## src/hdl/noise_dose_accumulator_core_assert.svh

```systemverilog
// Assertion macros shared by the noise dose accumulator RTL.
`ifndef NOISE_DOSE_ACCUMULATOR_CORE_ASSERT_SVH
`define NOISE_DOSE_ACCUMULATOR_CORE_ASSERT_SVH

// Consequent must hold in the same cycle as the antecedent.
`define NDA_ASSERT_SAME(label, clk, rst_n, ante, cons, msg) \
	label: assert property (@(posedge clk) disable iff (!rst_n) (ante) |-> (cons)) \
		else $error(msg);

// Consequent must hold in the cycle after the antecedent.
`define NDA_ASSERT_NEXT(label, clk, rst_n, ante, cons, msg) \
	label: assert property (@(posedge clk) disable iff (!rst_n) (ante) |=> (cons)) \
		else $error(msg);

`endif

```

## src/hdl/nda_pkg.sv

```systemverilog
// Package with widths, constants, tables and helper types of the noise dose accumulator.
package nda_pkg;

	// Store and table sizing.
	localparam int ACCUM_WIDTH     = 48;
	localparam int EXP_TABLE_DEPTH = 64;

	// Field widths.
	localparam int LVL_W  = 16;
	localparam int DUR_W  = 16;
	localparam int Q_W    = 14;
	localparam int CT_W   = 25;
	localparam int PCT_W  = 32;
	localparam int TIME_W = 40;
	localparam int ADDR_W = 4;
	localparam int DATA_W = 32;

	// Exponent path widths.
	localparam int DIFF_W = LVL_W + 1;
	localparam int EMAG_W = 36;
	localparam int EXPN_W = EMAG_W + 1;
	localparam int SH_W   = EXPN_W - 16 + 1;
	localparam int TAB_W  = 18;
	localparam int IDX_W  = $clog2(EXP_TABLE_DEPTH);
	localparam int TIX_W  = $clog2(EXP_TABLE_DEPTH + 1);
	localparam int P_W    = 16 + IDX_W;
	localparam int PROD_W = DUR_W + TAB_W;
	localparam int SHL_W  = PROD_W + ACCUM_WIDTH;
	localparam int SHA_W  = $clog2(ACCUM_WIDTH);
	localparam int SHR_W  = $clog2(PROD_W);

	// Divider widths.
	localparam int NUM_W     = ACCUM_WIDTH + 7;
	localparam int DEN_W     = TIME_W;
	localparam int DIV_CNT_W = $clog2(NUM_W + 1);

	// Logarithm and TWA widths.
	localparam int LOG_W = 21;
	localparam int LG_W  = LOG_W + 1;
	localparam int T1_W  = LG_W + Q_W + 1;
	localparam int T2_W  = T1_W + 16;

	// Fixed-point constants.
	localparam int          LOG2_10_Q16 = 217706;
	localparam logic [18:0] EXP_SCALE   = 19'(2 * LOG2_10_Q16);
	localparam logic [14:0] LOG10_2_Q16 = 15'd19728;

	localparam logic [ACCUM_WIDTH-1:0] ACC_MAX  = '1;
	localparam logic [TIME_W-1:0]      TIME_MAX = '1;

	// Register indexes on the configuration port.
	localparam logic [1:0] REG_THRESHOLD = 2'd0;
	localparam logic [1:0] REG_CRITERION = 2'd1;
	localparam logic [1:0] REG_EXCHANGE  = 2'd2;
	localparam logic [1:0] REG_CRIT_TIME = 2'd3;

	// Register reset values.
	localparam logic [LVL_W-1:0] THRESHOLD_RST = 16'd10240;
	localparam logic [LVL_W-1:0] CRITERION_RST = 16'd10880;
	localparam logic [Q_W-1:0]   EXCHANGE_RST  = 14'd2551;
	localparam logic [CT_W-1:0]  CRIT_TIME_RST = 25'd28800000;

	typedef logic [TAB_W-1:0] exp_tab_t [0:EXP_TABLE_DEPTH];

	// Status returned by the shared divider.
	typedef struct packed {
		logic done;
		logic rem_nz;
	} div_stat_t;

	// Integer square root, used only while building the table.
	function automatic logic [63:0] isqrt64(input logic [63:0] v_in);
		logic [63:0] v;
		logic [63:0] r;
		logic [63:0] b;
		v = v_in;
		r = '0;
		b = 64'h4000_0000_0000_0000;
		while (b > v) b = b >> 2;
		while (b != 64'd0) begin
			if (v >= r + b) begin
				v = v - (r + b);
				r = (r >> 1) + b;
			end else begin
				r = r >> 1;
			end
			b = b >> 2;
		end
		return r;
	endfunction

	// 2^(k/D) in Q16, as a product of 2^(2^-i) factors in Q30.
	function automatic exp_tab_t build_exp_tab();
		exp_tab_t    t;
		logic [63:0] c [1:16];
		logic [63:0] x;
		logic [63:0] v;
		int          i;
		int          k;
		c[1] = isqrt64(64'd1 << 61);
		for (i = 2; i <= 16; i++) c[i] = isqrt64(c[i-1] << 30);
		for (k = 0; k < EXP_TABLE_DEPTH; k++) begin
			x = (64'(k) << 16) / EXP_TABLE_DEPTH;
			v = 64'd1 << 30;
			for (i = 1; i <= 16; i++) begin
				if (x[16-i]) v = (v * c[i] + (64'd1 << 29)) >> 30;
			end
			t[k] = TAB_W'((v + (64'd1 << 13)) >> 14);
		end
		t[EXP_TABLE_DEPTH] = TAB_W'(131072);
		return t;
	endfunction

	// Base-2 logarithm in Q16 by repeated squaring, for constants only.
	function automatic logic [63:0] log2_q16_const(input logic [63:0] x);
		int          n;
		int          i;
		logic [63:0] y;
		logic [63:0] r;
		n = 63;
		while (n > 0 && !x[n]) n--;
		y = (n >= 30) ? (x >> (n - 30)) : (x << (30 - n));
		r = 64'(n) * 64'd65536;
		for (i = 15; i >= 0; i--) begin
			y = (y * y) >> 30;
			if (y >= (64'd1 << 31)) begin
				y = y >> 1;
				r = r + (64'd1 << i);
			end
		end
		return r;
	endfunction

	localparam exp_tab_t         EXP_TAB    = build_exp_tab();
	localparam logic [LOG_W-1:0] LOG2_25600 = LOG_W'(log2_q16_const(64'd25600));

endpackage

```

## src/hdl/nda_log.sv

```systemverilog
// Serial base-2 logarithm in Q16: normalize one bit a cycle, then one squaring a cycle.
module nda_log import nda_pkg::*; (
	input  logic             clk,
	input  logic             arst_n,
	input  logic             start,
	input  logic [PCT_W-1:0] x,
	output logic [LOG_W-1:0] lg,
	output logic             done
);

	localparam logic [1:0] LS_IDLE = 2'd0;
	localparam logic [1:0] LS_NORM = 2'd1;
	localparam logic [1:0] LS_SQR  = 2'd2;

	logic [1:0]       state_q;
	logic             done_q;
	logic [3:0]       it_q;
	logic [4:0]       n_q;
	logic [PCT_W-1:0] xn_q;
	logic [30:0]      y_q;
	logic [15:0]      fr_q;

	logic [61:0] sq;
	logic [31:0] ys;

	// Square the Q30 mantissa and drop back to Q30.
	always_comb begin
		sq = 62'(y_q) * 62'(y_q);
		ys = sq[61:30];
	end

	// Control sequence.
	always_ff @(posedge clk or negedge arst_n) begin
		if (!arst_n) begin
			state_q <= LS_IDLE;
			done_q  <= 1'b0;
			it_q    <= '0;
			n_q     <= '0;
		end else begin
			done_q <= 1'b0;
			unique case (state_q)
				LS_IDLE: begin
					if (start) begin
						n_q     <= 5'd31;
						state_q <= LS_NORM;
					end
				end
				LS_NORM: begin
					if (xn_q[PCT_W-1] || n_q == 5'd0) begin
						it_q    <= 4'd15;
						state_q <= LS_SQR;
					end else begin
						n_q <= n_q - 5'd1;
					end
				end
				LS_SQR: begin
					it_q <= it_q - 4'd1;
					if (it_q == 4'd0) begin
						done_q  <= 1'b1;
						state_q <= LS_IDLE;
					end
				end
				default: state_q <= LS_IDLE;
			endcase
		end
	end

	// Mantissa and fraction shift registers; fraction bits arrive most significant first.
	always_ff @(posedge clk) begin
		if (state_q == LS_IDLE && start) begin
			xn_q <= x;
		end else if (state_q == LS_NORM) begin
			if (xn_q[PCT_W-1] || n_q == 5'd0) begin
				y_q  <= xn_q[PCT_W-1:1];
				fr_q <= '0;
			end else begin
				xn_q <= {xn_q[PCT_W-2:0], 1'b0};
			end
		end else if (state_q == LS_SQR) begin
			fr_q <= {fr_q[14:0], ys[31]};
			y_q  <= ys[31] ? ys[31:1] : ys[30:0];
		end
	end

	assign lg   = {n_q, fr_q};
	assign done = done_q;

endmodule

```

## config.mk

```make
export PLATFORM = sky130hd
export DESIGN_NAME = nda_log
export DESIGN_NICKNAME = d
export VERILOG_FILES = /design/src/hdl/noise_dose_accumulator_core_assert.svh /design/src/hdl/nda_pkg.sv /design/src/hdl/nda_log.sv
export SDC_FILE = /design/constraint.sdc
export NUM_CORES = 2
export LEC_CHECK = 0
export ABC_CLOCK_PERIOD_IN_PS = 11100
export BUFFER_PORTS_ARGS = -buffer_cell sky130_fd_sc_hd__buf_2
export CAP_MARGIN = 30
export CORE_MARGIN = 2
export CORE_UTILIZATION = 45
export DETAILED_ROUTE_END_ITERATION = 10
export GPL_TIMING_DRIVEN = 1
export SLEW_MARGIN = 20
export SYNTH_ARGS = -nofsm -noshare
export SYNTH_HDL_FRONTEND = slang
export SYNTH_SLANG_ARGS = --single-unit
```

## constraint.sdc

```tcl
create_clock -name clk -period 11.1 [get_ports clk]
set_input_delay 2.22 -clock clk [delete_from_list [all_inputs] [get_ports clk]]
set_output_delay 2.22 -clock clk [all_outputs]
set_load 0.02 [all_outputs]
```

# Word-level counts from Yosys, hierarchy flattened
# Cells that the tools add are included.
# W data, S select, Z words.
word_totals:
  reg_bits: 91
  input_bits: 35
  output_inout_bits: 22
classes:
  add_sub_neg: 2
  mul: 1
  eq_ne: 7
  muxes: 21
  bitwise: 1
  reduce_logical: 13
op_table:
  columns: ["op", "count"]
  rows:
  - ["$mux W31", 4]
  - ["$mux W32", 3]
  - ["$mul A31 B31 Y62", 1]
  - ["$mux W16", 3]
  - ["$mux W5", 2]
  - ["$pmux W5 S2", 1]
  - ["$reduce_and A3 Y1", 3]
  - ["$ne A2 B2 Y1 const B", 4]
  - ["$pmux W4 S2", 1]
  - ["$mux W2", 3]
  - ["$pmux W2 S3", 1]
  - ["$reduce_bool A2 Y1", 3]
  - ["$logic_not A5 Y1", 1]
  - ["$sub A5 B1 Y5 const B", 1]
  - ["$logic_not A4 Y1", 1]
  - ["$mux W4", 1]
  - ["$reduce_and A2 Y1", 2]
  - ["$sub A4 B1 Y4 const B", 1]
  - ["$eq A2 B1 Y1 const B", 1]
  - ["$eq A2 B2 Y1 const B", 1]
  - ["$logic_not A2 Y1", 1]
  - ["$mux W1", 2]
  - ["$ne A2 B1 Y1 const B", 1]
  - ["$logic_and A1 B1 Y1", 1]
  - ["other kinds (2)", 2]

# Longest topological paths before layout
logic_depth:
  depth_word: 5
  depth_mapped: 30

# Worst setup path before layout
# No wires, ideal clock.
synth_path:
  path_type: "register to register"
  from: "register y_q[4]"
  to: "register y_q[11] (data pin)"
  setup_time_ns: 0.259
  arrival_time_ns: 7.457
  path_slack_ns: 3.384
  path_stages_with_launch: 29
  n_path_buf: 3
  synth_period_minus_slack_ns: 7.716
  cell_sequence: "edfxtp_1 -> clkbuf_1 -> clkbuf_1 -> nand2_1 -> fa_1 -> inv_1 -> fa_1 -> fa_1 -> inv_1 -> fa_1 -> inv_1 -> fa_1 -> inv_1 -> fa_1 -> inv_1 -> fa_1 -> fa_1 -> ha_1 -> a21o_1 -> a211o_1 -> a21oi_1 -> o21ba_2 -> a211oi_2 -> a31oi_4 -> o21ai_4 -> xnor2_2 -> buf_4 -> nor2_1 -> a211o_1"
synth_between:
  elab_chain_cells: 4
synth_rtl:
  columns: ["element", "line", "source"]
  rows:
  - ["from (decl)", "nda_log.sv:20", "logic [30:0] y_q;"]
  - ["from (signal assigned)", "nda_log.sv:74", "y_q <= xn_q[PCT_W-1:1];"]
  - ["from (signal assigned)", "nda_log.sv:81", "y_q <= ys[31] ? ys[31:1] : ys[30:0];"]
  - ["$mul A31 B31 Y62", "nda_log.sv:28", "sq = 62'(y_q) * 62'(y_q);"]
  - ["$mux W31", "nda_log.sv:81", null]
  - ["$mux W31", "nda_log.sv:79", "end else if (state_q == LS_SQR) begin"]
  - ["$mux W31", "nda_log.sv:72", "end else if (state_q == LS_NORM) begin"]
# No other way between the ends. The select of a mux whose other input is x is not followed.
# A chain may end at the register's enable or synchronous reset.

# Worst setup path after layout
layout_path:
  from: "register y_q[15]"
  to: "register y_q[6] (data pin)"
# The elaborated chain is that of the path after synthesis.

==> metrics.csv <==
stage,metric,value,unit
yosys,Async SR Flop Fraction,0.132,
grt,vias in the first global route,22700,
place,dpl hpwl,63400,µm
clock_tree,insertion delay to the later sink of the worst-skew pair,340,ps
floorplan,num rows,96,
floorplan,die area,70900,µm²
sta,TNS Setup,0,ps
final_layout,fraction of layout cells with a size suffix above 1,0.0537,
setup_path,R2R cell count,25,
grt,global route overflow,0,
yosys,Syn Area/Cell,9.67,µm²
setup_path,CP peak stage delay,560,ps
flow_run,MaxCap Viol Count,0,
final_layout,Fillers,6461,
yosys,area of the mapped netlist,31000,µm²
worst_hold_path,hold crit path type,reg -> reg,
worst_hold_path,Hold Crit Endpoint,it_q[0],
place,Port Buffers,56,
setup_path,CP top delay family,adder cells,
sta,final hold vios,0,
yosys,Yosys warnings,0,
floorplan,Die X,266,µm
sta,setup violators final,0,
route,WL per Instance,19.0,µm
grt,GRT Util Overall,0.230,
floorplan,Top Ports,57,
yosys,Yosys top cell area share,0.483,
route,DR iter-0 viols,1149,
clock_tree,clock root buffer,clkbuf_16,
sta,RSZ-0062 raised after global routing,no,
setup_path,"most used cell, CP",fa_1,
clock_tree,CTS tree,done,
setup_path,Crit Path Category,reg -> reg,
sta,post-route minimum period,9080,ps
final_layout,"most common cell after layout, fill and taps aside",inv_1,
grt,global-route wire length before repair,125000,µm
setup_path,Required @ worst endpoint,11200,ps
yosys,"flops & latches, synth",91,
floorplan,core area,68300,µm²
final_layout,most frequent cells in the layout,"inv_1, fa_1, nand2_1",
grt,antenna violations before repair,1,
setup_path,Critical Path Source,y_q[15],
clock_tree,setup bufs post-CTS,0,
setup_path,Buf/Inv on CP,5,
setup_path,Startpoint Class,register,
route,vias,20600,
route,detailed-route vias per instance,5.05,
yosys,"Seq/Total Area, Yosys",0.0863,
sta,fin crit share,0.818,
sta,Slew @ Worst Pin,899,ps
worst_hold_path,Hold Path Cell Cnt,1,
setup_path,Critical Path Sink Type,register,
yosys,Synthesized Nets,4259,
route,drt drc,0,
sta,relative slew slack,0.398,
route,DRT Pass-1 Iters,6,
worst_hold_path,Hold Startpoint,it_q[0],
setup_path,R2R setup slack,2020,ps
route,Final ANT Viol Nets,0,
final_layout,Final nets,4252,
sta,f_max,0.110,GHz
run_status,status,"complete, no violations",
clock_tree,htree depth,3,
clock_tree,"CTS clk-pin slew, worst paths",70,ps
clock_tree,CTS Hold Buffers Added,0,
grt,largest net degree at the start of global routing,67,
final_layout,ANT cells,0,
clock_tree,PostCTS Resize Cnt,0,
place,Place WS,2080,ps
place,GPL Wtd Cong,0.898,
setup_path,critical path depth,25,
setup_path,RR Endpoint,y_q[6],
floorplan,Initial Utilization,0.453,
setup_path,Worst EP arrival,9180,ps
setup_path,r2r startpoint,y_q[15],
clock_tree,CTS max path bufs,2,
final_layout,FF+latch area,2670,µm²
sta,final worst setup slack,2020,ps
final_layout,multi-input logic area,24400,µm²
clock_tree,clock sink total,91,
yosys,post-synthesis cell type count,65,
yosys,top post-synthesis cells by area,"fa_1, inv_1, ha_1, edfxtp_1, nand2_1",
yosys,Post-synth EDFFs,79,
setup_path,CP max stage cell,fa_1,
route,Detailed Route WL,77400,µm
yosys,Mapped Cells,3203,
yosys,main flop type after synthesis,edfxtp_1,
floorplan,die height,266,µm
sta,Slew Limit Fails,0,
sta,skew final,8.68,ps
final_layout,area grow syn2layout,5.32,%
clock_tree,Inserted Clock Buffers,9,
setup_path,worst-path fanout max,25,
yosys,Synth area leader,fa_1,
==> flip-flops by register name, indices dropped and copies added, names as in the netlist <==
register and cells:
xn_q 32, it_q 4, done 1, y_q 31
fr_q 16, state_q 2, n_q 5
==> cell usage after synthesis (5+ instances only) <==
library cell,count
a211o_1,5
a211oi_1,7
a21o_1,28
a21oi_1,65
a221o_1,9
a31o_2,6
a31oi_1,13
and2_1,192
and3_1,7
clkbuf_1,112
dfrtp_1,12
edfxtp_1,79
fa_1,747
ha_1,274
inv_1,924
mux2_2,33
mux2i_1,7
nand2_1,328
nand2b_1,9
nand3_1,13
nand4_1,19
nor2_1,80
nor2b_1,23
nor3_1,13
o211ai_1,6
o21a_1,9
o21ai_0,43
o21bai_1,9
or2_2,5
xnor2_1,28
xor2_1,29
==> worst reg2reg max path, cell delays in order, from the launching register on <==
cell      delay, ps
edfxtp_1        330
buf_4           350
clkinv_1        490
nor2_1          350
fa_1            490
fa_1            540
inv_1            50
fa_1            560
fa_1            450
fa_1            540
inv_1            50
fa_1            460
fa_1            520
fa_1            430
ha_1            390
nand2_1         110
nor3_1          390
a21oi_1         140
o21ba_2         230
a211oi_2        440
a31oi_4         220
o21ai_4         260
xor2_2          520
buf_6           240
o21ai_0         100
a31o_2          220
==> layer usage <==
metal  vias to the layer above  track usage  share of wire
li1                       9456            -              -
met1                     10500        0.313           0.43
met5                         -            0              0
met3                       101       0.0350          0.058
met4                         0       0.0572          0.029
met2                       534        0.387           0.49
==> worst max path at each step <==
stage / end
finish: y_q[6]
CTS: y_q[6]
detailed placement: y_q[6]
floorplan: y_q[11]
global route: y_q[27]
global placement: y_q[24]
==> kinds of logic (layout without fill, tap and decap cells) <==
| kind of cell | after synthesis | count (layout) | share of synthesized area |
|---|---|---|---|
| buf+inv | 1045 | 1043 | 0.127 |
| compound gates | 246 | 246 | 0.0538 |
| fa+ha+maj | 1021 | 1021 | 0.594 |
| flops | 91 | 91 | 0.0863 |
| mux | 40 | 40 | 0.0143 |
| simple gates | 701 | 701 | 0.108 |
| xor+xnor | 59 | 59 | 0.0172 |
==> metrics by stage <==
| stage | util | cells | hold WS (ps) | area [µm²] |
|---|---|---|---|---|
| CTS | 0.477 | 4083 | 521 | 32600 |
| global placement | 0.472 | 4063 | 509 | 32200 |
| global route | 0.477 | 4083 | 568 | 32600 |
| finish | 0.477 | 4083 | 523 | 32600 |
| detailed placement | 0.473 | 4067 | 510 | 32300 |
| floorplan | - | 3203 | 472 | 31000 |
==> cell type report <==
cell class / instances / share of cell area
tap: 882 / 0.0338
sequential: 91 / 0.0819
clock buffer: 9 / 0.00690
inverter: 925 / 0.106
multi-input combinational: 2067 / 0.747
timing repair buffer: 102 / 0.0208
clock inverter: 7 / 0.00303
Power is left out: the tool's default activity adds up to more than one toggle a clock period on the data nets, which glitch-free logic cannot reach.
