**src/hdl/noise_dose_accumulator_core_assert.svh**
```systemverilog
// Assertion macros shared by the noise dose accumulator RTL.
`ifndef NOISE_DOSE_ACCUMULATOR_CORE_ASSERT_SVH
`define NOISE_DOSE_ACCUMULATOR_CORE_ASSERT_SVH

// Consequent must hold in the same cycle as the antecedent.
`define NDA_ASSERT_SAME(label, clk, rst_n, ante, cons, msg) \
	label: assert property (@(posedge clk) disable iff (!rst_n) (ante) |-> (cons)) \
		else $error(msg);

// Consequent must hold in the cycle after the antecedent.
`define NDA_ASSERT_NEXT(label, clk, rst_n, ante, cons, msg) \
	label: assert property (@(posedge clk) disable iff (!rst_n) (ante) |=> (cons)) \
		else $error(msg);

`endif

```
**src/hdl/nda_pkg.sv**
```systemverilog
// Package with widths, constants, tables and helper types of the noise dose accumulator.
package nda_pkg;

	// Store and table sizing.
	localparam int ACCUM_WIDTH     = 48;
	localparam int EXP_TABLE_DEPTH = 64;

	// Field widths.
	localparam int LVL_W  = 16;
	localparam int DUR_W  = 16;
	localparam int Q_W    = 14;
	localparam int CT_W   = 25;
	localparam int PCT_W  = 32;
	localparam int TIME_W = 40;
	localparam int ADDR_W = 4;
	localparam int DATA_W = 32;

	// Exponent path widths.
	localparam int DIFF_W = LVL_W + 1;
	localparam int EMAG_W = 36;
	localparam int EXPN_W = EMAG_W + 1;
	localparam int SH_W   = EXPN_W - 16 + 1;
	localparam int TAB_W  = 18;
	localparam int IDX_W  = $clog2(EXP_TABLE_DEPTH);
	localparam int TIX_W  = $clog2(EXP_TABLE_DEPTH + 1);
	localparam int P_W    = 16 + IDX_W;
	localparam int PROD_W = DUR_W + TAB_W;
	localparam int SHL_W  = PROD_W + ACCUM_WIDTH;
	localparam int SHA_W  = $clog2(ACCUM_WIDTH);
	localparam int SHR_W  = $clog2(PROD_W);

	// Divider widths.
	localparam int NUM_W     = ACCUM_WIDTH + 7;
	localparam int DEN_W     = TIME_W;
	localparam int DIV_CNT_W = $clog2(NUM_W + 1);

	// Logarithm and TWA widths.
	localparam int LOG_W = 21;
	localparam int LG_W  = LOG_W + 1;
	localparam int T1_W  = LG_W + Q_W + 1;
	localparam int T2_W  = T1_W + 16;

	// Fixed-point constants.
	localparam int          LOG2_10_Q16 = 217706;
	localparam logic [18:0] EXP_SCALE   = 19'(2 * LOG2_10_Q16);
	localparam logic [14:0] LOG10_2_Q16 = 15'd19728;

	localparam logic [ACCUM_WIDTH-1:0] ACC_MAX  = '1;
	localparam logic [TIME_W-1:0]      TIME_MAX = '1;

	// Register indexes on the configuration port.
	localparam logic [1:0] REG_THRESHOLD = 2'd0;
	localparam logic [1:0] REG_CRITERION = 2'd1;
	localparam logic [1:0] REG_EXCHANGE  = 2'd2;
	localparam logic [1:0] REG_CRIT_TIME = 2'd3;

	// Register reset values.
	localparam logic [LVL_W-1:0] THRESHOLD_RST = 16'd10240;
	localparam logic [LVL_W-1:0] CRITERION_RST = 16'd10880;
	localparam logic [Q_W-1:0]   EXCHANGE_RST  = 14'd2551;
	localparam logic [CT_W-1:0]  CRIT_TIME_RST = 25'd28800000;

	typedef logic [TAB_W-1:0] exp_tab_t [0:EXP_TABLE_DEPTH];

	// Status returned by the shared divider.
	typedef struct packed {
		logic done;
		logic rem_nz;
	} div_stat_t;

	// Integer square root, used only while building the table.
	function automatic logic [63:0] isqrt64(input logic [63:0] v_in);
		logic [63:0] v;
		logic [63:0] r;
		logic [63:0] b;
		v = v_in;
		r = '0;
		b = 64'h4000_0000_0000_0000;
		while (b > v) b = b >> 2;
		while (b != 64'd0) begin
			if (v >= r + b) begin
				v = v - (r + b);
				r = (r >> 1) + b;
			end else begin
				r = r >> 1;
			end
			b = b >> 2;
		end
		return r;
	endfunction

	// 2^(k/D) in Q16, as a product of 2^(2^-i) factors in Q30.
	function automatic exp_tab_t build_exp_tab();
		exp_tab_t    t;
		logic [63:0] c [1:16];
		logic [63:0] x;
		logic [63:0] v;
		int          i;
		int          k;
		c[1] = isqrt64(64'd1 << 61);
		for (i = 2; i <= 16; i++) c[i] = isqrt64(c[i-1] << 30);
		for (k = 0; k < EXP_TABLE_DEPTH; k++) begin
			x = (64'(k) << 16) / EXP_TABLE_DEPTH;
			v = 64'd1 << 30;
			for (i = 1; i <= 16; i++) begin
				if (x[16-i]) v = (v * c[i] + (64'd1 << 29)) >> 30;
			end
			t[k] = TAB_W'((v + (64'd1 << 13)) >> 14);
		end
		t[EXP_TABLE_DEPTH] = TAB_W'(131072);
		return t;
	endfunction

	// Base-2 logarithm in Q16 by repeated squaring, for constants only.
	function automatic logic [63:0] log2_q16_const(input logic [63:0] x);
		int          n;
		int          i;
		logic [63:0] y;
		logic [63:0] r;
		n = 63;
		while (n > 0 && !x[n]) n--;
		y = (n >= 30) ? (x >> (n - 30)) : (x << (30 - n));
		r = 64'(n) * 64'd65536;
		for (i = 15; i >= 0; i--) begin
			y = (y * y) >> 30;
			if (y >= (64'd1 << 31)) begin
				y = y >> 1;
				r = r + (64'd1 << i);
			end
		end
		return r;
	endfunction

	localparam exp_tab_t         EXP_TAB    = build_exp_tab();
	localparam logic [LOG_W-1:0] LOG2_25600 = LOG_W'(log2_q16_const(64'd25600));

endpackage

```
**src/hdl/nda_div.sv**
```systemverilog
// Bit-serial restoring divider, one quotient bit per cycle.
module nda_div import nda_pkg::*; (
	input  logic             clk,
	input  logic             arst_n,
	input  logic             start,
	input  logic [NUM_W-1:0] num,
	input  logic [DEN_W-1:0] den,
	output logic [NUM_W-1:0] quo,
	output div_stat_t        stat
);

	logic                 run_q;
	logic                 done_q;
	logic [DIV_CNT_W-1:0] cnt_q;
	logic [NUM_W-1:0]     n_q;
	logic [DEN_W:0]       r_q;
	logic [DEN_W-1:0]     den_q;

	logic [DEN_W:0] r_sh;
	logic           ge;
	logic [DEN_W:0] r_nxt;

	// One restoring step: bring down the next numerator bit and try a subtract.
	always_comb begin
		r_sh  = {r_q[DEN_W-1:0], n_q[NUM_W-1]};
		ge    = r_sh >= {1'b0, den_q};
		r_nxt = ge ? (r_sh - {1'b0, den_q}) : r_sh;
	end

	// Step counter and completion pulse.
	always_ff @(posedge clk or negedge arst_n) begin
		if (!arst_n) begin
			run_q  <= 1'b0;
			done_q <= 1'b0;
			cnt_q  <= '0;
		end else begin
			done_q <= 1'b0;
			if (start) begin
				run_q <= 1'b1;
				cnt_q <= DIV_CNT_W'(NUM_W);
			end else if (run_q) begin
				cnt_q <= cnt_q - DIV_CNT_W'(1);
				if (cnt_q == DIV_CNT_W'(1)) begin
					run_q  <= 1'b0;
					done_q <= 1'b1;
				end
			end
		end
	end

	// The numerator register shifts out dividend bits and shifts in quotient bits.
	always_ff @(posedge clk) begin
		if (start) begin
			n_q   <= num;
			r_q   <= '0;
			den_q <= den;
		end else if (run_q) begin
			n_q <= {n_q[NUM_W-2:0], ge};
			r_q <= r_nxt;
		end
	end

	assign quo         = n_q;
	assign stat.done   = done_q;
	assign stat.rem_nz = |r_q;

endmodule

```
**config.mk**
```make
export PLATFORM = sky130hd
export DESIGN_NAME = nda_div
export DESIGN_NICKNAME = d
export VERILOG_FILES = /design/src/hdl/noise_dose_accumulator_core_assert.svh /design/src/hdl/nda_pkg.sv /design/src/hdl/nda_div.sv
export SDC_FILE = /design/constraint.sdc
export NUM_CORES = 1
export LEC_CHECK = 0
export BUFFER_PORTS_ARGS = -buffer_cell sky130_fd_sc_hd__buf_2
export CAP_MARGIN = 20
export CORE_UTILIZATION = 45
export DETAILED_ROUTE_END_ITERATION = 16
export GPL_TIMING_DRIVEN = 0
export HOLD_SLACK_MARGIN = 0.06
export PLACE_DENSITY = 0.72
export SYNTH_ARGS = -nofsm -noshare
export SYNTH_HDL_FRONTEND = slang
export SYNTH_SLANG_ARGS = --single-unit
```
**constraint.sdc**
```tcl
create_clock -name clk -period 2.7 [get_ports clk]
set_input_delay 0.54 -clock clk [delete_from_list [all_inputs] [get_ports clk]]
set_output_delay 0.54 -clock clk [all_outputs]
set_load 0.02 [all_outputs]
```
* Word-level counts from Yosys, hierarchy flattened
Cells that the tools add are included.
** Operators by class
- Add/subtract/negate cells :: 2
- Order comparisons :: 1
- Equality and inequality tests :: 1
- Mux-type cells :: 11
- Reduce and logical (&&, ||, !) cells :: 2
** Operators by type and width (number)
- 55-bit 2-to-1 mux :: 2
- 41-bit by 40-bit greater-or-equal comparator with 1-bit output :: 1
- 41-bit 2-to-1 mux :: 1
- 41-bit OR reduction :: 1
- 41-bit by 40-bit subtractor with 41-bit output :: 1
- 6-bit 2-to-1 mux :: 2
- 6-bit by 1-bit equality test with 1-bit output (second input constant) :: 1
- 1-bit 2-to-1 mux :: 6
- 6-bit by 1-bit subtractor with 6-bit output (second input constant) :: 1
- 2-bit nonzero test :: 1
** Word-level totals
- Bits in registers :: 144
- Output and inout bits :: 57

* Longest topological paths before layout
Gate-level depths: netlist of run 1.
- Word-level depth :: 4
- Gate-level depth with buffers :: 14
- Depth with buffers taken out :: 12

* Worst setup path before layout of run 1
Ideal clock, no wire load.
- Path type :: register -> register
- Start point :: register n_q[54], in the netlist quo[54]
- End point :: register r_q[38]
- Library setup time :: 0.127 ns
- Arrival time :: 2.662 ns
- Data required time :: 2.573 ns
- Setup slack :: -0.089 ns
- Stages on the path, launching flop included :: 13
- Buffers on the path :: 0
- Path through :: edfxtp_1 > inv_1 > ha_1 > fa_1 > nand2b_1 > a21oi_1 > o21bai_1 > a21boi_1 > o2111ai_2 > a211o_1 > o31ai_1 > nor3_1 > or3_1
** Between the ends
- Longest elaborated chain between the ends :: 2
** RTL lines
- from (decl) :: RTL line nda_div.sv:15 : logic [NUM_W-1:0] n_q;
- from (signal assigned) :: RTL line nda_div.sv:54 : n_q <= num;
- from (signal assigned) :: RTL line nda_div.sv:58 : n_q <= {n_q[NUM_W-2:0], ge};
- 41-bit by 40-bit subtractor with 41-bit output / 41-bit by 40-bit greater-or-equal comparator with 1-bit output (equally long branches) :: RTL line nda_div.sv:27, nda_div.sv:26
- 41-bit 2-to-1 mux (*) :: RTL line nda_div.sv:27 : r_nxt = ge ? (r_sh - {1'b0, den_q}) : r_sh;
- to (signal assigned) :: RTL line nda_div.sv:59 : r_q <= r_nxt;
- to (decl) :: RTL line nda_div.sv:16 : logic [DEN_W:0] r_q;
Mark *: on every way between the ends. The rest lies on a longest branch, timed or not.
A chain may end at the register's enable or synchronous reset.

* Worst setup path after layout of run 1
- Start point :: register r_q[16]
- End point :: register r_q[11]
** Between the ends
- Longest elaborated chain between the ends :: 2
** RTL lines
- 41-bit by 40-bit greater-or-equal comparator with 1-bit output :: RTL line nda_div.sv:26 : ge = r_sh >= {1'b0, den_q};
- 41-bit 2-to-1 mux :: RTL line nda_div.sv:27
No other way between the ends.

==> results of run 1 <==
-- registers in the layout (all words and copies together), names as in the netlist --
register and flops:
r_q 41, done_q 1, run_q 1, cnt_q 6, den_q 40, quo 55
-- metal layers --
metal	track usage, %	vias to the layer above
met3	5.698	50
met5	0	-
li1	-	3445
met4	9.825	0
met2	37.27	331
met1	29.35	3514
-- worst max-delay path, cell delays in order (launching register included) --
cell       delay, ns
dfxtp_1         0.35
ha_1            0.30
buf_6           0.12
and4_4          0.28
nand2b_4        0.07
nor4_4          0.34
o2111ai_4       0.22
a31oi_4         0.26
or2_1           0.15
buf_6           0.16
buf_6           0.14
clkbuf_16       0.15
nand2_2         0.06
a311oi_2        0.24
-- layout by cell type, fill, tap and decap left out, drive strengths merged, types with 4 or more instances in the layout --
master | netlist | final
a211oi | 11 | 11
a21o | 29 | 29
a21oi | 45 | 45
a22oi | 4 | 4
a311oi | 28 | 28
a31oi | 6 | 6
and3 | 10 | 10
buf | 19 | 201
clkbuf | 27 | 49
clkinv | 0 | 6
dfrtp | 8 | 8
dfxtp | 41 | 41
edfxtp | 95 | 95
ha | 42 | 42
inv | 48 | 53
mux2 | 55 | 55
mux2i | 4 | 4
nand2 | 89 | 89
nand2b | 12 | 12
nand3 | 13 | 13
nand4 | 13 | 13
nor2 | 64 | 64
nor2b | 4 | 4
nor3 | 18 | 18
nor4 | 16 | 16
o211ai | 4 | 4
o21a | 4 | 4
o21ai | 22 | 22
o21bai | 6 | 6
o22ai | 4 | 4
xnor2 | 18 | 18
xor2 | 20 | 20
-- synthesized netlist by cell type, types with 3 or more instances --
| library cell | number |
|---|---|
| edfxtp_1 | 95 |
| nand2_1 | 89 |
| nor2_1 | 63 |
| mux2_2 | 55 |
| inv_1 | 48 |
| a21oi_1 | 44 |
| ha_1 | 42 |
| dfxtp_1 | 41 |
| a21o_1 | 29 |
| a311oi_1 | 28 |
| clkbuf_1 | 26 |
| o21ai_0 | 22 |
| xor2_1 | 20 |
| nor3_1 | 18 |
| xnor2_1 | 18 |
| nor4_1 | 14 |
| nand3_1 | 13 |
| nand4_1 | 12 |
| buf_2 | 11 |
| a211oi_1 | 10 |
| and3_1 | 10 |
| nand2b_1 | 10 |
| dfrtp_1 | 8 |
| o21bai_1 | 6 |
| a22oi_1 | 4 |
| a31oi_1 | 4 |
| buf_4 | 4 |
| buf_6 | 4 |
| mux2i_1 | 4 |
| nor2b_1 | 4 |
| o211ai_1 | 4 |
| o21a_1 | 4 |
| o22ai_1 | 4 |
| a211o_1 | 3 |
| and2_1 | 3 |
| nor3b_1 | 3 |
| or3_1 | 3 |
-- timing repair --
action	4_1_cts	5_1_grt
gates resized for setup	52	137
setup endpoints to repair	75	75
buffers inserted	15	16
endpoints found under the hold margin	8	0
pin swaps	28	42
hold buffers	1	0
cloned	0	3
-- layout make-up --
class,instances,area (um^2)
Buffer,43,306.5
Clock buffer,18,429.2
Clock inverter,14,180.2
Fill cell,1439,6925
Inverter,48,180.2
Multi-Input combinational cell,584,4795
Sequential cell,144,3879
Tap cell,229,286.5
Timing Repair Buffer,190,1166
-- final timing paths --
| kind | start | end | slack (ns) | cells past startpoint |
|---|---|---|---|---|
| worst max-delay path | r_q[16] | r_q[11] | -0.25 | 13 |
| worst min-delay path | den[17] | den_q[17] | 0.28 | 1 |
| worst max register to register | r_q[16] | r_q[11] | -0.25 | 13 |
| worst min register to register | r_q[40] | r_q[40] | 0.49 | 2 |
| max in group asynchronous | arst_n | cnt_q[0] | 2.04 | 2 |
| min in group asynchronous | arst_n | done_q | 0.49 | 2 |
-- power breakdown --
| part | switching [mW] | internal [mW] | total, mW |
|---|---|---|---|
| clock network | 1.00 | 1.47 | 2.48 |
| logic | 2.38 | 1.89 | 4.26 |
| registers | 0.297 | 2.70 | 2.99 |
-- cells by family after synthesis --
logic type | count (synthesis) | share of synthesized area, %
and+or+nand+nor | 260 | 15.18
AOI/OAI and AO/OA | 184 | 15.54
DFF | 144 | 46.08
buffers and inverters | 94 | 4.911
muxes | 59 | 7.843
adders and majority gates | 43 | 6.489
xor gates and xnor gates | 38 | 3.959
==> metrics.yaml, run 1 <==
outcome: "complete, but fails checks"
violations: "design-rule violations, negative setup slack"
grt_start_max_net_pins: 44
synth_seq_cells: 144
htreeDepth: 4
die_area_mm2: 0.01923
hpwl_um: 15880
finalMaxSlewViolations: 0
antenna_left: 0
cp.arrival_ns: 3.28
wl_per_cell_um: 18.49
final_util_pct: 61.84
wl_met2_um: 11130
setup_ws_ns: -0.2472
clk_pin_slew_ns: 0.07
layout_min_cycle_time_ns: 2.947
path_max_fanout: 7
synth_area_per_cell_um2: 10.23
fin_crit_sh_pct: 109.2
area_growth_pct: 33.49
required_ns: 3.04
io_pins: 155
finalClockSkew_ns: 0.01363
die_h_um: 138.7
syn_area_mm2: 0.008407
gp_congestion: 0.9185
crit_path_start_kind: "flip-flop"
synth_top_cell_area_share_pct: 33.93
p_leak_nw: 4.890
async_flop_share_pct: 5.556
place_worst_setup_slack_ns: -0.6292
root_buffer: "clkbuf_16"
fmax_mhz: 339.3
fin_cells: 1270
cts.sinks: 144
antenna_found_initial: 0
grt.overflow.total: 0
hold_viol_final: 0
cts_buffers: 17
holdWs_ns: 0.2830
antenna_cells: 0
port-buffer-count: 154
tns_ns: -6.767
tritoncts: "yes"
final_area_mm2: 0.01122
clk_path_buf_depth: 2
ys_seq_area_share_pct: 46.08
drive_gt1_share_pct: 40.25
yosys-top-cells-area: "edfxtp_1, dfxtp_1, mux2_2"
vias_per_cell: 5.780
power_mw: 9.732
grt_pass1_vias: 6990
start_util_pct: 46.33
core-area_mm2: 0.01815
ir_worst_vdd_mv: 0.5166
clkLatencyLatePin_ns: 0.43
yosysWarnings: 0
worst-setup-path-type: "reg2reg"
synth_cell_type_count: 71
p_per_area_mw_per_mm2: 867.2
num_rows: 49
syn_inst: 822
dr.max_layer_used: "met4"
drtIter0Drc: 592
setup_viol: 42
worstMarginPinSlew_ns: 0.7724
first_pass_iters: 11
final_nets: 1169
rsz0062_at_grt: "yes"
yosysTopAreaCell: "edfxtp_1"
grt_usage_pct: 23.02
syn-num-nets: 963
totalWireLength_um: 23480
route.detailed.drc: 1
die_w_um: 138.7
hold_path_class: "in2reg"
drv_cap: 0
synth-edff-count: 95
synth_flop_cell: "edfxtp_1"
dp.cells: 1206
grt_pass1_wl_um: 34870
routedLengthMet1_um: 9765
end_kind: "flip-flop"
slew_headroom_pct: 48.51
wl_met3_um: 1929
dr_total_vias: 7340
post_dp_cell_area_mm2: 0.009498
(Power assumes the default switching activity.)
==> run 2, diff against run 1 <==
CORE_UTILIZATION = 51   (was 45)
PLACE_DENSITY = 0.8   (was 0.72)
RECOVER_POWER = 50   (was not set)
==> run 2 against run 1 <==
  * The run ends with negative setup slack left
  * Worst setup slack got worse by 0.061 ns
  * Hold slack worse by 0.010 ns
  * Total power grew 8.8%
  * First-iteration DRC count increased by 77%
  * Sequential power increased by 2%
  * Sequential share of layout area down 1.2 points
  * Register-to-register slack got worse by 0.06 ns
  * Via count grew 9.0%
  * Wire length up 16%
  * Non-clock buffer count rose by 20
  * Global-route usage rose by 5.3 points
  * Highest routed layer unchanged
==> metrics.yaml, run 2 (synthesized netlist as in run 1, its figures left out) <==
clk_pin_slew_ns: 0.07
tns_ns: -8.734
crit_path_max_incr_delay_ns: 0.43
layout_min_cycle_time_ns: 3.008
first_pass_iters: 5
holdWs_ns: 0.2728
seq_area_mm2: 0.003882
mostFrequentLayoutCells: "buf_2, edfxtp_1, clkbuf_1, nand2_1, nor2_1"
outcome: "complete, but fails checks"
setup_viol: 42
crit_path_start_kind: "flip-flop"
crit_slowest_cell: "nor4_4"
final_util_pct: 72.73
path_max_fanout: 10
grt_pass1_vias: 7330
finalClockSkew_ns: 0.02127
grt_usage_pct: 28.30
htreeDepth: 4
power_mw: 10.59
route.detailed.drc: 0
setup_ws_ns: -0.3081
fin_cells: 1277
cts.sinks: 144
grt_start_max_net_pins: 44
area_growth_pct: 38.43
p_int_mw: 6.429
fillers: 1065
num_rows: 46
start_util_pct: 52.54
tritoncts: "yes"
crit_path_start: "r_q[22]"
drive_gt1_share_pct: 40.25
fin_crit_sh_pct: 111.4
hold_viol_final: 0
fmax_mhz: 332.4
worstMarginPinSlew_ns: 0.8905
wl_per_cell_um: 21.27
rsz0062_at_grt: "yes"
antenna_left: 0
drv_cap: 0
required_ns: 2.98
p_clk_share_pct: 25.0
hpwl_um: 15900
clkLatencyLatePin_ns: 0.44
hold_path_class: "in2reg"
multi_input_area_mm2: 0.005026
p_per_area_mw_per_mm2: 909.8
ir_worst_vdd_mv: 0.6024
grt.overflow.total: 0
final_nets: 1189
root_buffer: "clkbuf_16"
drtIter0Drc: 1048
p_leak_nw: 4.961
antenna_found_initial: 0
worst-setup-path-type: "reg2reg"
die_w_um: 130.4
vias_per_cell: 6.268
grt_pass1_wl_um: 36400
die_area_mm2: 0.01700
slew_headroom_pct: 40.64
core-area_mm2: 0.01600
post_dp_cell_area_mm2: 0.009482
cp.arrival_ns: 3.29
power.switching_mw: 4.158
violations: "negative setup slack"
end_kind: "flip-flop"
antenna_cells: 0
cts_buffers: 17
die_h_um: 130.4
place_worst_setup_slack_ns: -0.5774
worst_r2r_startpoint: "r_q[22]"
dp.cells: 1193
port-buffer-count: 154
comb_power_share_pct: 46.3
largest_reg_flops: 55
gp_congestion: 0.9241
hp-start: "den[4]"
io_pins: 155
final_common_cell: "buf_2"
cp_cell_sequence: "ha_1 -> buf_4 -> nand4_1 -> nor4_4 -> nand4_1 -> o211ai_1 -> buf_4 -> nor2_4 -> buf_12 -> buf_6 -> and3_4 -> a21oi_2 -> o22ai_2"
final_area_mm2: 0.01164
totalWireLength_um: 27160
dr_total_vias: 8004
clk_path_buf_depth: 2
finalMaxSlewViolations: 0
p_seq_share_pct: 28.7
swShare_pct: 39.28
## run 2: path summary, 6_finish.rpt
| kind | endpoint | slack (ns) | cells after the start |
|---|---|---|---|
| worst max-delay path | r_q[36] | -0.31 | 13 |
| worst min-delay path | den_q[4] | 0.27 | 1 |
| worst max register to register | r_q[36] | -0.31 | 13 |
| worst min register to register | r_q[10] | 0.51 | 2 |
| max in group asynchronous | cnt_q[2] | 1.82 | 2 |
| min in group asynchronous | cnt_q[5] | 0.57 | 2 |
## run 2: critical path, delay by kind of cell, from the launching register on
family                   cells  cell delay, ns
buffers and inverters        4            0.66
flip-flops                   1            0.37
AO/OA/AOI/OAI                3            0.37
AND/OR/NAND/NOR              5            1.08
adder cells (fa/ha/maj)      1            0.37
## run 2: layer usage
layer | global-route usage [%] | share of wire [%] | up-vias
li1 | - | - | 3480
met1 | 35.05 | 38 | 3755
met2 | 45.93 | 47 | 607
met3 | 8.184 | 11 | 162
met4 | 12.78 | 4.9 | 0
met5 | 0 | 0 | -
## run 2: power by group through the flow
stage / clock [mW] / combinational [mW] / sequential (mW)
4_1_cts: 2.64 / 3.51 / 2.99
2_1_floorplan: 0 / 2.17 / 3.05
3_5_place_dp: 0 / 3.05 / 3.01
5_1_grt: 2.74 / 5.15 / 3.06
3_3_place_gp: 0 / 3.02 / 3.00
6_report: 2.64 / 4.91 / 3.04
## run 2: area by class of cell
type                    instances  share of cell area [%]
repair buffers                211                   11.14
well taps                     216                   2.322
plain buffers                  42                   2.860
multi-input cells             584                   43.19
clock inverters                15                   1.925
flip-flops and latches        144                   33.36
inverters                      48                   1.548
clock buffers                  17                   3.656
## run 2: timing repair
action,in CTS,in global routing
setup endpoints to repair,43,78
pin swaps,26,68
buffers inserted,21,29
gates cloned,0,6
resized for setup,85,166
hold buffers,1,0
endpoints found under the hold margin,8,0
==> run 3, diff against run 2 <==
CORE_ASPECT_RATIO = 0.8   (was not set)
==> run 3 against run 2 <==
  * The flow still finishes with violations (negative setup slack)
  * First-iteration DRC count down 20%
  * Combinational power down 6.5%
  * Non-clock buffer count down 3
  * Register-to-register slack better by 0.08 ns
  * Sequential share of layout area up 0.38 points
  * Clock power up 2%
  * Hold slack better by 0.0074 ns
  * Sequential cell count unchanged
  * Wire length down 3.3%
  * Count of clock-buffer cells in the layout up 1
  * Global-route usage down 1.3 points
  * Critical endpoint is now r_q[40]
  * Largest cell class unchanged
  * Highest routed layer unchanged
==> metrics.yaml, run 3 (synthesized netlist as in run 1, its figures left out) <==
totalWireLength_um: 26270
cp_cell_sequence: "inv_2 -> ha_4 -> buf_6 -> buf_4 -> nand2_1 -> nor3_1 -> a21oi_1 -> a21bo_2 -> o2111ai_4 -> nand3b_1 -> a221oi_2 -> mux2i_1 -> a211oi_1"
hpwl_um: 15550
grt_pass1_vias: 6700
setup_ws_ns: -0.2238
die_area_mm2: 0.01700
start_util_pct: 52.69
dr.max_layer_used: "met4"
grt_pass1_wl_um: 35370
fin_crit_sh_pct: 108.3
drive_gt1_share_pct: 40.36
antenna_found_initial: 0
fmax_mhz: 342.0
vias_per_cell: 6.151
worst-setup-path-type: "reg2reg"
area_growth_pct: 37.37
cts_buffers: 17
hold_viol_final: 0
drtIter0Drc: 842
final_nets: 1186
finalClockSkew_ns: 0.01057
routedLengthMet1_um: 10460
core-area_mm2: 0.01595
largest_reg_flops: 55
worstMarginPinSlew_ns: 0.9292
final_area_mm2: 0.01155
io_pins: 155
power_mw: 10.36
gp_congestion: 0.9088
end_kind: "flip-flop"
mostFrequentLayoutCells: "buf_2, edfxtp_1, nand2_1, clkbuf_1, nor2_1"
final_common_cell: "buf_2"
num_rows: 41
required_ns: 2.98
cts.sinks: 144
p_per_area_mw_per_mm2: 897.0
tritoncts: "yes"
p_leak_nw: 4.799
clk_pin_slew_ns: 0.07
grt.overflow.total: 0
die_h_um: 116.8
port-buffer-count: 154
finalMaxSlewViolations: 0
path_max_fanout: 6
clk_path_buf_depth: 2
root_buffer: "clkbuf_16"
post_dp_cell_area_mm2: 0.009480
ff2ff_setup_slack_ns: -0.22
crit_path_start_kind: "flip-flop"
ir_worst_vdd_mv: 0.5739
slew_headroom_pct: 37.83
first_pass_iters: 7
grt_usage_pct: 27.01
cp.arrival_ns: 3.20
dr_total_vias: 7830
htreeDepth: 4
wl_met2_um: 12450
drv_cap: 0
rsz0062_at_grt: "yes"
antenna_cells: 0
tns_ns: -4.648
crit_path_max_incr_delay_ns: 0.38
outcome: "complete, but fails checks"
hold_path_class: "in2reg"
grt_start_max_net_pins: 44
wl_met3_um: 2560
layout_min_cycle_time_ns: 2.924
crit_slowest_cell: "edfxtp_1"
antenna_left: 0
violations: "negative setup slack"
setup_viol: 40
die_w_um: 145.5
route.detailed.drc: 0
wl_per_cell_um: 20.64
clkLatencyLatePin_ns: 0.43
-- run 3: changes by cell type in the layout (fill, tap and decap cells not counted), moves of 8 or more --
cell,change
nand2_1,+13
ha_4,+8
dfxtp_2,+8
nand2_4,-13
ha_1,-9
dfxtp_1,-9
-- run 3: final cells by class --
cell class,count,area [um^2]
clock buffer,18,439.2
multi-input combinational,584,4995
sequential,144,3896
timing repair buffer,209,1234
clock inverter,14,226.5
tap,215,269.0
buffer,41,309.0
fill,1037,4405
inverter,48,180.2
-- run 3: worst max-delay path: cells and delay by family, from the launching register on --
kind | cells | cell delay [ns]
buffers and inverters | 3 | 0.36
flip-flops | 1 | 0.38
multiplexers | 1 | 0.24
adder cells (fa/ha/maj) | 1 | 0.20
AND/OR/NAND/NOR | 3 | 0.41
AO/OA/AOI/OAI | 5 | 1.19
-- run 3: worst paths after layout --
check / startpoint / to / depth (start not counted)
setup / recovery: den_q[15] / r_q[40] / 13
hold / removal: den[17] / den_q[17] / 1
setup reg to reg: den_q[15] / r_q[40] / 13
hold reg to reg: r_q[3] / r_q[3] / 2
max in group asynchronous: arst_n / cnt_q[3] / 2
min in group asynchronous: arst_n / cnt_q[5] / 2
-- run 3: timing repair --
action,CTS,global route
hold endpoints to repair,8,0
endpoints found under the setup margin,72,42
hold buffers,1,0
pin swaps,37,57
cloned,1,4
buffers inserted,21,28
resized for setup,92,148
-- run 3: where the power goes --
group / switching (mW) / total, mW / internal [mW]
Clock: 1.01 / 2.69 / 1.68
Combinational: 2.54 / 4.59 / 2.05
Sequential: 0.372 / 3.08 / 2.71
Total: 3.92 / 10.4 / 6.44
-- run 3: metrics by stage --
stage	hold WS, ns	utilization [%]	setup slack [ns]	cells
after global placement	0.3951	59.30	-1.323	1191
after global routing	0.2687	72.39	-0.2897	1273
final	0.2801	72.39	-0.2238	1273
after CTS	0.2687	67.09	-0.1057	1247
after detailed placement	0.3929	59.42	-0.5013	1192
after floorplan	0.2444	-	0.03055	822
-- run 3: metal layers --
layer	up-vias	GRT usage (%)
met3	92	5.155
met4	0	11.58
met5	-	0
met1	3787	37.47
li1	3474	-
met2	477	41.79
